$ cat config.mk
export PLATFORM = sky130hd
export DESIGN_NAME = bmp_to_ascii_art_decoder
export DESIGN_NICKNAME = d
export VERILOG_FILES = /design/src/design/bmpascii_pkg.sv /design/src/design/bmp_to_ascii_art_decoder.sv
export SDC_FILE = /design/constraint.sdc
export NUM_CORES = 1
export LEC_CHECK = 0
export CAP_MARGIN = 20
export CORE_ASPECT_RATIO = 1.1
export CORE_MARGIN = 5
export CORE_UTILIZATION = 65
export DETAILED_ROUTE_END_ITERATION = 7
export DONT_BUFFER_PORTS = 1
export GPL_TIMING_DRIVEN = 0
export PLACE_DENSITY = 0.82
export REMOVE_ABC_BUFFERS = 1
export SLEW_MARGIN = 20
export SYNTH_ARGS = -nofsm -noshare
export SYNTH_HDL_FRONTEND = slang
export SYNTH_SLANG_ARGS = --single-unit
$ cat constraint.sdc
create_clock -name clk -period 13.39 [get_ports clk]
set_input_delay 0 -clock clk [delete_from_list [all_inputs] [get_ports clk]]
set_output_delay 0 -clock clk [all_outputs]
set_load 0.005 [all_outputs]
$ cat src/design/bmpascii_pkg.sv
package bmpascii_pkg;

  // Largest accepted image width or height, in pixels
  localparam int unsigned MAX_DIM = 4096;
  // Pixel counters hold 0..MAX_DIM
  localparam int unsigned DIM_W = $clog2(MAX_DIM + 1);

  localparam int unsigned SYM_W = 7;
  localparam int unsigned POS_W = 12;

  localparam logic [1:0] ERR_NONE  = 2'd0;
  localparam logic [1:0] ERR_MAGIC = 2'd1;
  localparam logic [1:0] ERR_DIM   = 2'd2;

  localparam logic [7:0] MAGIC_B = 8'h42;
  localparam logic [7:0] MAGIC_M = 8'h4d;

  // Header byte positions of the little-endian words
  localparam logic [4:0] OFFSET_POS = 5'd10;
  localparam logic [4:0] WIDTH_POS  = 5'd18;
  localparam logic [4:0] HEIGHT_POS = 5'd22;
  localparam logic [4:0] HEADER_END = 5'd25;

  // Luma weights, unsigned Q0.16
  localparam logic [15:0] W_RED   = 16'd13933;
  localparam logic [15:0] W_GREEN = 16'd46871;
  localparam logic [15:0] W_BLUE  = 16'd4732;

  localparam int unsigned LUMA_BAND = 20;
  localparam int unsigned RAMP_LEN  = 13;

  localparam logic [SYM_W-1:0] RAMP [RAMP_LEN] = '{
    7'h40, 7'h24, 7'h23, 7'h2a, 7'h21, 7'h3d, 7'h3b,
    7'h3a, 7'h7e, 7'h2d, 7'h2c, 7'h2e, 7'h20
  };

  typedef struct packed {
    logic [7:0] file_byte;
    logic       start_of_file;
  } byte_t;

  typedef struct packed {
    logic [SYM_W-1:0] symbol;
    logic [POS_W-1:0] pixel_row;
    logic [POS_W-1:0] pixel_column;
    logic             last_pixel;
    logic [1:0]       fault;
  } char_t;

  typedef enum logic [5:0] {
    PH_IDLE   = 6'b000001,
    PH_HEADER = 6'b000010,
    PH_SKIP   = 6'b000100,
    PH_PIXELS = 6'b001000,
    PH_PAD    = 6'b010000,
    PH_HALT   = 6'b100000
  } phase_t;

  // Band of 20 luma levels -> ramp character
  function automatic logic [SYM_W-1:0] luma_symbol(input logic [7:0] luma);
    logic [3:0] idx;
    idx = '0;
    for (int k = 1; k < RAMP_LEN; k++) begin
      if (luma >= 8'(k * LUMA_BAND)) idx = 4'(k);
    end
    return RAMP[idx];
  endfunction

endpackage

$ cat src/design/bmp_to_ascii_art_decoder.sv
// Decodes a 24-bit BMP file fed one byte per word into ASCII-art characters,
// one result word per pixel (top-down row, column, last flag) or one error
// word for a bad magic or out-of-range dimensions. A byte is taken every
// cycle; its result appears in the output register on the next cycle. The
// byte side stalls only while a held result is itself stalled. The cycle is
// bounded by the three constant-weight luma multiplies, their sum and the
// ramp lookup, all in one pass from the accepted byte to the result register.
module bmp_to_ascii_art_decoder import bmpascii_pkg::*; (
  input  logic  clk,
  input  logic  rst,
  input  logic  byte_valid,
  output logic  byte_stall,
  input  byte_t byte_data,
  output logic  char_valid,
  input  logic  char_stall,
  output char_t char_data
);

  phase_t           phase, phase_next;
  logic [31:0]      position, position_next;
  logic [31:0]      data_offset, data_offset_next;
  logic [31:0]      image_width, image_width_next;
  logic [31:0]      image_height, image_height_next;
  logic [1:0]       color_index, color_index_next;
  logic [7:0]       blue_hold, blue_hold_next;
  logic [7:0]       green_hold, green_hold_next;
  logic [DIM_W-1:0] column_count, column_count_next;
  logic [DIM_W-1:0] row_count, row_count_next;
  logic [1:0]       padding_left, padding_left_next;

  logic        accept;
  logic        has_result;
  char_t       result;
  logic [7:0]  b;
  logic [4:0]  hdr_pos;
  logic [23:0] luma_sum;
  logic [31:0] row_td;
  logic [DIM_W-1:0] col_inc, row_inc;
  logic        pixel_step;

  assign byte_stall = char_valid && char_stall;
  assign accept     = byte_valid && !byte_stall;
  assign b          = byte_data.file_byte;

  assign luma_sum = 24'(W_RED) * 24'(b) + 24'(W_GREEN) * 24'(green_hold)
                  + 24'(W_BLUE) * 24'(blue_hold);

  always_comb begin
    // start of file wipes the parse state before this byte is handled
    if (byte_data.start_of_file) begin
      phase_next        = PH_HEADER;
      position_next     = '0;
      data_offset_next  = '0;
      image_width_next  = '0;
      image_height_next = '0;
      color_index_next  = '0;
      column_count_next = '0;
      row_count_next    = '0;
      padding_left_next = '0;
    end else begin
      phase_next        = phase;
      position_next     = position;
      data_offset_next  = data_offset;
      image_width_next  = image_width;
      image_height_next = image_height;
      color_index_next  = color_index;
      column_count_next = column_count;
      row_count_next    = row_count;
      padding_left_next = padding_left;
    end
    blue_hold_next  = blue_hold;
    green_hold_next = green_hold;
    has_result      = 1'b0;
    result          = '0;
    pixel_step      = 1'b0;
    hdr_pos         = position_next[4:0];
    col_inc         = column_count_next + 1'b1;
    row_inc         = row_count_next + 1'b1;
    row_td          = image_height_next - 32'd1 - 32'(row_count_next);

    unique case (phase_next)
      PH_HEADER: begin
        // header positions never pass 25, low bits suffice
        position_next = position_next + 32'd1;
        if ((hdr_pos == 5'd0 && b != MAGIC_B) || (hdr_pos == 5'd1 && b != MAGIC_M)) begin
          phase_next   = PH_HALT;
          has_result   = 1'b1;
          result.fault = ERR_MAGIC;
        end else begin
          case (hdr_pos)
            OFFSET_POS:         data_offset_next[7:0]    = b;
            OFFSET_POS + 5'd1:  data_offset_next[15:8]   = b;
            OFFSET_POS + 5'd2:  data_offset_next[23:16]  = b;
            OFFSET_POS + 5'd3:  data_offset_next[31:24]  = b;
            WIDTH_POS:          image_width_next[7:0]    = b;
            WIDTH_POS + 5'd1:   image_width_next[15:8]   = b;
            WIDTH_POS + 5'd2:   image_width_next[23:16]  = b;
            WIDTH_POS + 5'd3:   image_width_next[31:24]  = b;
            HEIGHT_POS:         image_height_next[7:0]   = b;
            HEIGHT_POS + 5'd1:  image_height_next[15:8]  = b;
            HEIGHT_POS + 5'd2:  image_height_next[23:16] = b;
            HEIGHT_POS + 5'd3:  image_height_next[31:24] = b;
            default: ;
          endcase
          if (hdr_pos == HEADER_END) begin
            if (image_width_next == '0 || image_width_next > 32'(MAX_DIM) ||
                image_height_next == '0 || image_height_next > 32'(MAX_DIM)) begin
              phase_next   = PH_HALT;
              has_result   = 1'b1;
              result.fault = ERR_DIM;
            end else begin
              phase_next = PH_SKIP;
            end
          end
        end
      end
      PH_SKIP: begin
        if (position_next < data_offset_next) begin
          position_next = position_next + 32'd1;
        end else begin
          phase_next = PH_PIXELS;
          pixel_step = 1'b1;
        end
      end
      PH_PIXELS: pixel_step = 1'b1;
      PH_PAD: begin
        if (padding_left_next != '0) padding_left_next = padding_left_next - 2'd1;
        if (padding_left_next == '0) phase_next = PH_PIXELS;
      end
      PH_IDLE, PH_HALT: ;
      default: ;
    endcase

    if (pixel_step) begin
      case (color_index_next)
        2'd0: begin
          blue_hold_next   = b;
          color_index_next = 2'd1;
        end
        2'd1: begin
          green_hold_next  = b;
          color_index_next = 2'd2;
        end
        default: begin
          // red byte completes the pixel
          color_index_next    = 2'd0;
          has_result          = 1'b1;
          result.symbol       = luma_symbol(luma_sum[23:16]);
          result.pixel_row    = row_td[POS_W-1:0];
          result.pixel_column = POS_W'(32'(column_count_next));
          result.last_pixel   = (row_inc == image_height_next[DIM_W-1:0]) &&
                                (col_inc == image_width_next[DIM_W-1:0]);
          result.fault        = ERR_NONE;
          if (col_inc == image_width_next[DIM_W-1:0]) begin
            column_count_next = '0;
            row_count_next    = row_inc;
            if (row_inc == image_height_next[DIM_W-1:0]) begin
              phase_next = PH_HALT;
            end else begin
              padding_left_next = image_width_next[1:0];
              phase_next = (image_width_next[1:0] != 2'd0) ? PH_PAD : PH_PIXELS;
            end
          end else begin
            column_count_next = col_inc;
          end
        end
      endcase
    end
  end

  always_ff @(posedge clk) begin
    if (rst) begin
      phase        <= PH_IDLE;
      position     <= '0;
      data_offset  <= '0;
      image_width  <= '0;
      image_height <= '0;
      color_index  <= '0;
      blue_hold    <= '0;
      green_hold   <= '0;
      column_count <= '0;
      row_count    <= '0;
      padding_left <= '0;
    end else if (accept) begin
      phase        <= phase_next;
      position     <= position_next;
      data_offset  <= data_offset_next;
      image_width  <= image_width_next;
      image_height <= image_height_next;
      color_index  <= color_index_next;
      blue_hold    <= blue_hold_next;
      green_hold   <= green_hold_next;
      column_count <= column_count_next;
      row_count    <= row_count_next;
      padding_left <= padding_left_next;
    end
  end

  always_ff @(posedge clk) begin
    if (rst) begin
      char_valid <= 1'b0;
    end else if (!byte_stall) begin
      char_valid <= accept && has_result;
    end
  end

  always_ff @(posedge clk) begin
    if (accept && has_result) char_data <= result;
  end

endmodule

* Word-level counts from Yosys, hierarchy flattened *
Memories as Yosys holds them, arrays and structs flattened. A register that Yosys moved wholly into a read port is not among the register bits.
Cells that the tools add are included.

operators by class
  magnitude comparators = 15
  muxes and demuxes = 99
  reductions and logical operators = 22
  bitwise gates (word level) = 2
  $mul = 3
  add/subtract/negate cells = 8
  equality and inequality tests = 22

operator list
  cell                                                               count
  2-to-1 mux 32 bit                                                  11
  2-to-1 mux 8 bit                                                   28
  2-to-1 mux 13 bit                                                  8
  > comparator 32 x 13 -> 1 bit, second input constant               2
  logical NOT 32 bit                                                 2
  case mux 32 bit (2 select lines)                                   1
  2-to-1 mux 6 bit                                                   10
  2-to-1 mux 4 bit                                                   13
  greater-or-equal comparator 8 bit, second input constant           6
  equality test 5 bit, second input constant                         8
  adder 32 x 1 -> 32 bit, second input constant                      1
  < comparator 32 bit                                                1
  2-to-1 mux 2 bit                                                   16
  adder 13 x 1 -> 13 bit, second input constant                      2
  equality test 13 bit                                               2
  adder 22 x 24 -> 24 bit                                            1
  adder 24 x 21 -> 24 bit                                            1
  greater-or-equal comparator 8 x 7 -> 1 bit, second input constant  3
  multiplier 16 x 8 -> 24 bit, first input constant                  1
  multiplier 14 x 8 -> 22 bit, first input constant                  1
  equality test 5 x 4 -> 1 bit, second input constant                4
  multiplier 11 x 8 -> 19 bit, first input constant                  1
  case mux 6 bit (3 select lines)                                    1
  greater-or-equal comparator 8 x 6 -> 1 bit, second input constant  2
  26 further kinds                                                   45

word-level totals
  output and inout port bits = 36
  register bits after elaboration = 208
  memory bits (read-only) = 112
  word-level logic and storage cells = 188
  memories kept = 1

memory list
  name              depth  bits a word  read ports  clocked after Yosys merged registers in  wr ports  RTL line            text
  (name not given)  16     7            1           1                                        0         bmpascii_pkg.sv:66  return RAMP[idx];

* Depth between registers and ports, before layout *
  depth after elaboration = 19
  depth in mapped cells = 35
  mapped depth without buffers = 34

* Worst setup path before layout *
Ideal clock, no wire load.

  path type = register to register
  from = reg blue_hold[2]
  to = reg char_data[29] (netlist name)
  data required time = 13132 ps
  clock period less this slack = 8660 ps
  stages on the path, launching flop included = 34
  arrival time = 8402 ps
  slack = 4730 ps
  buffers on the path = 1
  path through = dfxtp_1 inv_1 fa_1 inv_1 ha_1 inv_1 fa_1 fa_1 inv_1 ha_1 inv_1 o21bai_1 a21oi_1 o21bai_1 a21oi_1 o21ai_0 o41ai_1 xnor2_1 ha_1 fa_1 fa_1 fa_1 ha_1 a21oi_1 o211ai_1 a211oi_1 a211o_1 mux2_2 nor2_1 clkbuf_1 nand3_1 o32ai_1 a21oi_1 o221a_2

between the ends
  longest elaborated chain between the ends = 18

RTL lines
  item                                         RTL line                         text
  from (decl)                                  bmp_to_ascii_art_decoder.sv:25   logic [7:0] blue_hold, blue_hold_next;
  from (signal assigned)                       bmp_to_ascii_art_decoder.sv:191  blue_hold <= blue_hold_next;
  multiplier 11 x 8 -> 19 bit *                bmp_to_ascii_art_decoder.sv:46   + 24'(W_BLUE) * 24'(blue_hold);
  adder 24 x 21 -> 24 bit *                    bmp_to_ascii_art_decoder.sv:46
  greater-or-equal comparator 8 x 5 -> 1 bit   bmpascii_pkg.sv:64               if (luma >= 8'(k * LUMA_BAND)) idx = 4'(k);
  2-to-1 mux 1 bit                             bmpascii_pkg.sv:64
  2-to-1 mux 4 bit (10 in a row)               bmpascii_pkg.sv:64
  2-to-1 mux 4 bit *                           bmpascii_pkg.sv:64
  2-to-1 mux 4 bit *                           bmp_to_ascii_art_decoder.sv:135  case (color_index_next)
  2-to-1 mux 4 bit *                           bmp_to_ascii_art_decoder.sv:134  if (pixel_step) begin
  inverter 4 -> 5 bit (not written as such) *  bmpascii_pkg.sv:66

Mark *: on every way between the ends. The rest lies on a longest branch, timed or not. The select of a mux whose other input is x is not followed.
A chain may end at the register's enable or synchronous reset.

* Worst setup path in the final report *
  from = reg blue_hold[2]
  to = reg char_data[31] (netlist name)

between the ends
  longest elaborated chain between the ends = 18

RTL lines
  item                                         RTL line
  multiplier 11 x 8 -> 19 bit *                bmp_to_ascii_art_decoder.sv:46
  adder 24 x 21 -> 24 bit *                    bmp_to_ascii_art_decoder.sv:46
  greater-or-equal comparator 8 x 5 -> 1 bit   bmpascii_pkg.sv:64
  2-to-1 mux 1 bit                             bmpascii_pkg.sv:64
  2-to-1 mux 4 bit (10 in a row)               bmpascii_pkg.sv:64
  2-to-1 mux 4 bit *                           bmpascii_pkg.sv:64
  2-to-1 mux 4 bit *                           bmp_to_ascii_art_decoder.sv:135
  2-to-1 mux 4 bit *                           bmp_to_ascii_art_decoder.sv:134
  inverter 4 -> 5 bit (not written as such) *  bmpascii_pkg.sv:66

Marks and branches as above.

==> results.sh <==
export IMPL_rows=66
export IMPL_drc_errors=0
export IMPL_num_nets_final=2530
export IMPL_synth_top_cells_by_area="dfxtp_1, fa_1, ha_1, edfxtp_1, inv_1"
export IMPL_grt_overflow_total=0
export IMPL_endpoint_kind="register"
export IMPL_clock_path_buffers=3
export IMPL_async_reset_ff_share_pct=0
export IMPL_slowest_delay_ns=0.70
export IMPL_wl_per_cell_um=21.2
export IMPL_gp_congestion=0.955
export IMPL_cap_violations=0
export IMPL_critical_path_required_ns=13.72
export IMPL_synth_area_um2=19400
export IMPL_drv_slew=0
export IMPL_slowest_stage="nor2_1"
export IMPL_r2r_end="char_data[31]"
export IMPL_first_iter_violations=1961
export IMPL_ys_seq_area_share_pct=23.9
export IMPL_cts_tree="yes"
export IMPL_maxSlewHeadroom_pct=16.2
export IMPL_final_common_cell="inv_1"
export IMPL_reg2regPathDepth=32
export IMPL_wirelength_um=54700
export IMPL_timing_hold_ws_ns=0.0221
export IMPL_ys_flop_type="dfxtp_1"
export IMPL_diodes=0
export IMPL_clkSinkCount=215
export IMPL_layout_common_cells="inv_1, nor2_1, ha_1"
export IMPL_avgSynthCellArea_um2=8.64
export IMPL_synth_edf_count=34
export IMPL_crit_top_cell="fa_1"
export IMPL_r2r_start="blue_hold[2]"
export IMPL_vdd_drop_max_v=0.000115
export IMPL_finalSetupViolations=0
export IMPL_r2r_slack_ns=3.25
export IMPL_hold_violations=0
export IMPL_synth_cell_types=105
export IMPL_start_util_pct=65.8
export IMPL_p_per_area_nw_per_um2=93.2
export IMPL_ys_ff_latch=215
export IMPL_final_cells=2579
export IMPL_dp_cells=2514
export IMPL_startpoint_type="register"
export IMPL_dp_hpwl_um=36800
export IMPL_port_buffers=0
export IMPL_gr_usage_all_layers_pct=32.2
export IMPL_firstDrtPassIters=6
export IMPL_worst_pin_slew_ns=1.25
export IMPL_dieArea_um2=33400
export IMPL_synth_top_area_share_pct=18.7
export IMPL_vias_per_cell=6.69
export IMPL_period_minus_slack_ns=10.14
export IMPL_grt_pass1_wl_um=87500
export IMPL_grt_antenna_before_repair=0
export IMPL_synth_largest_area_cell="dfxtp_1"
export IMPL_synth_warnings=0
export IMPL_finClkSkew_ns=0.0134
export IMPL_hp_class="in2reg"
export IMPL_worstSkewPairLatency_ns=0.53
export IMPL_cts_resized=0
export IMPL_clk_pin_slew_ns=0.06
export IMPL_rsz0062_at_grt="no"
export IMPL_area_growth_pct=6.21
export IMPL_max_freq_ghz=0.0986
export IMPL_cp_arrival_ns=10.47
export IMPL_ios=49
export IMPL_drive_gt1_share_pct=4.35
export IMPL_die_h_um=191
export IMPL_min_period_over_period_pct=75.7
export IMPL_die_w_um=175
export IMPL_core_area_um2=29500
export IMPL_cts_root_buffer_cell="clkbuf_16"
export IMPL_p_leak_nw=8.94
export IMPL_run_status="complete, no violations"
export IMPL_cts_buffers=24
export IMPL_syn_inst=2244
export IMPL_critical_path_peak_fanout=16
export IMPL_grt_max_degree=161
export IMPL_endpoint="char_data[31]"
export IMPL_vias=17300
export IMPL_htreeDepth=1
export IMPL_final_antenna_net_count=0
export IMPL_fin_setup_tns_ns=0
export IMPL_grt_pass1_vias=16900
export IMPL_criticalPathCategory="reg2reg"
export IMPL_startpoint="blue_hold[2]"
synthesized netlist by cell type, drive strengths merged, types with 20 or more instances:
cell type    n
o21ai      110
dfxtp      181
nor4        23
buf         21
edfxtp      34
nand4       31
and3        20
nor2b       53
nand3       42
a22oi      108
a21o        24
a31oi       20
a21oi      106
xnor2       50
clkbuf      89
nand2      149
inv        246
ha         190
mux2i       31
fa         139
nor2       246
xor2        20
and2        30
nor3        31
per-stage QoR:
step	setup slack (ns)	total power, mW	utilization (%)	cell area [um2]
final	3.25	1.92	69.9	20600
after detailed placement	3.32	1.23	66.3	19600
after global placement	3.43	1.19	65.8	19400
after global routing	2.51	2.03	69.9	20600
after CTS	3.27	1.92	69.9	20600
after floorplan	4.46	1.09	-	18900
final cells by class:
| type | instances | area [um2] |
|---|---|---|
| Timing Repair Buffer | 28 | 368 |
| Fill cell | 2255 | 8880 |
| Clock buffer | 33 | 686 |
| Multi-Input combinational cell | 1672 | 13400 |
| Clock inverter | 10 | 104 |
| Tap cell | 374 | 468 |
| Inverter | 247 | 928 |
| Sequential cell | 215 | 4640 |
state kept, by name, summed over array words and instances (netlist names):
signal / cells
image_height: 32
char_valid: 1
padding_left: 2
row_count: 13
column_count: 13
green_hold: 8
char_data: 34
color_index: 2
data_offset: 32
blue_hold: 8
phase: 6
image_width: 32
position: 32
where the power goes:
part	leakage [nW]	total (mW)	internal, mW	switching, mW
clock	0.389	0.670	0.396	0.275
combinational	6.77	0.584	0.215	0.369
sequential	1.78	0.666	0.662	0.00441
critical path, delay by kind of cell (launching register included):
family                     cells  cell delay [ns]
xor gates and xnor gates       1             0.17
AOI/OAI and AO/OA             12             2.87
DFF                            1             0.45
adders and majority gates     10             4.34
buffers and inverters          5             0.40
muxes                          2             0.80
and+or+nand+nor                2             0.90
worst min-delay path by stage:
stage | startpoint | end | depth (start not counted)
6_report | byte_data[0] | char_data[15] | 3
5_1_grt | byte_data[0] | char_data[15] | 3
4_1_cts | byte_data[0] | image_height[2] | 3
3_5_place_dp | rst | image_height[7] | 1
3_3_place_gp | rst | image_height[6] | 1
2_1_floorplan | rst | color_index[0] | 1
cells by family (layout without fill, tap and decap cells):
family / after synthesis / in the layout / synth area share [%]
buf+inv: 357 / 318 / 7.19
xor+xnor: 71 / 71 / 3.32
fa+ha+maj: 330 / 330 / 26.7
compound gates: 538 / 538 / 19.1
simple gates: 697 / 697 / 17.9
flops: 215 / 215 / 23.9
mux: 36 / 36 / 1.89
layer usage:
metal  global-route usage, %  routed length [um]  vias to the layer above
li1                        -                   -                     7798
met3                    3.68                4320                      297
met1                    39.9               20500                     8249
met2                    54.7               25700                      911
met4                    18.7                4090                        0
met5                       0                   0                        -
what timing repair did:
action                                 CTS  global route
buffers inserted                         0             0
hold buffers                            22             0
endpoints found under the hold margin  180             0
No activity file was read; power rests on OpenSTA's default activity.
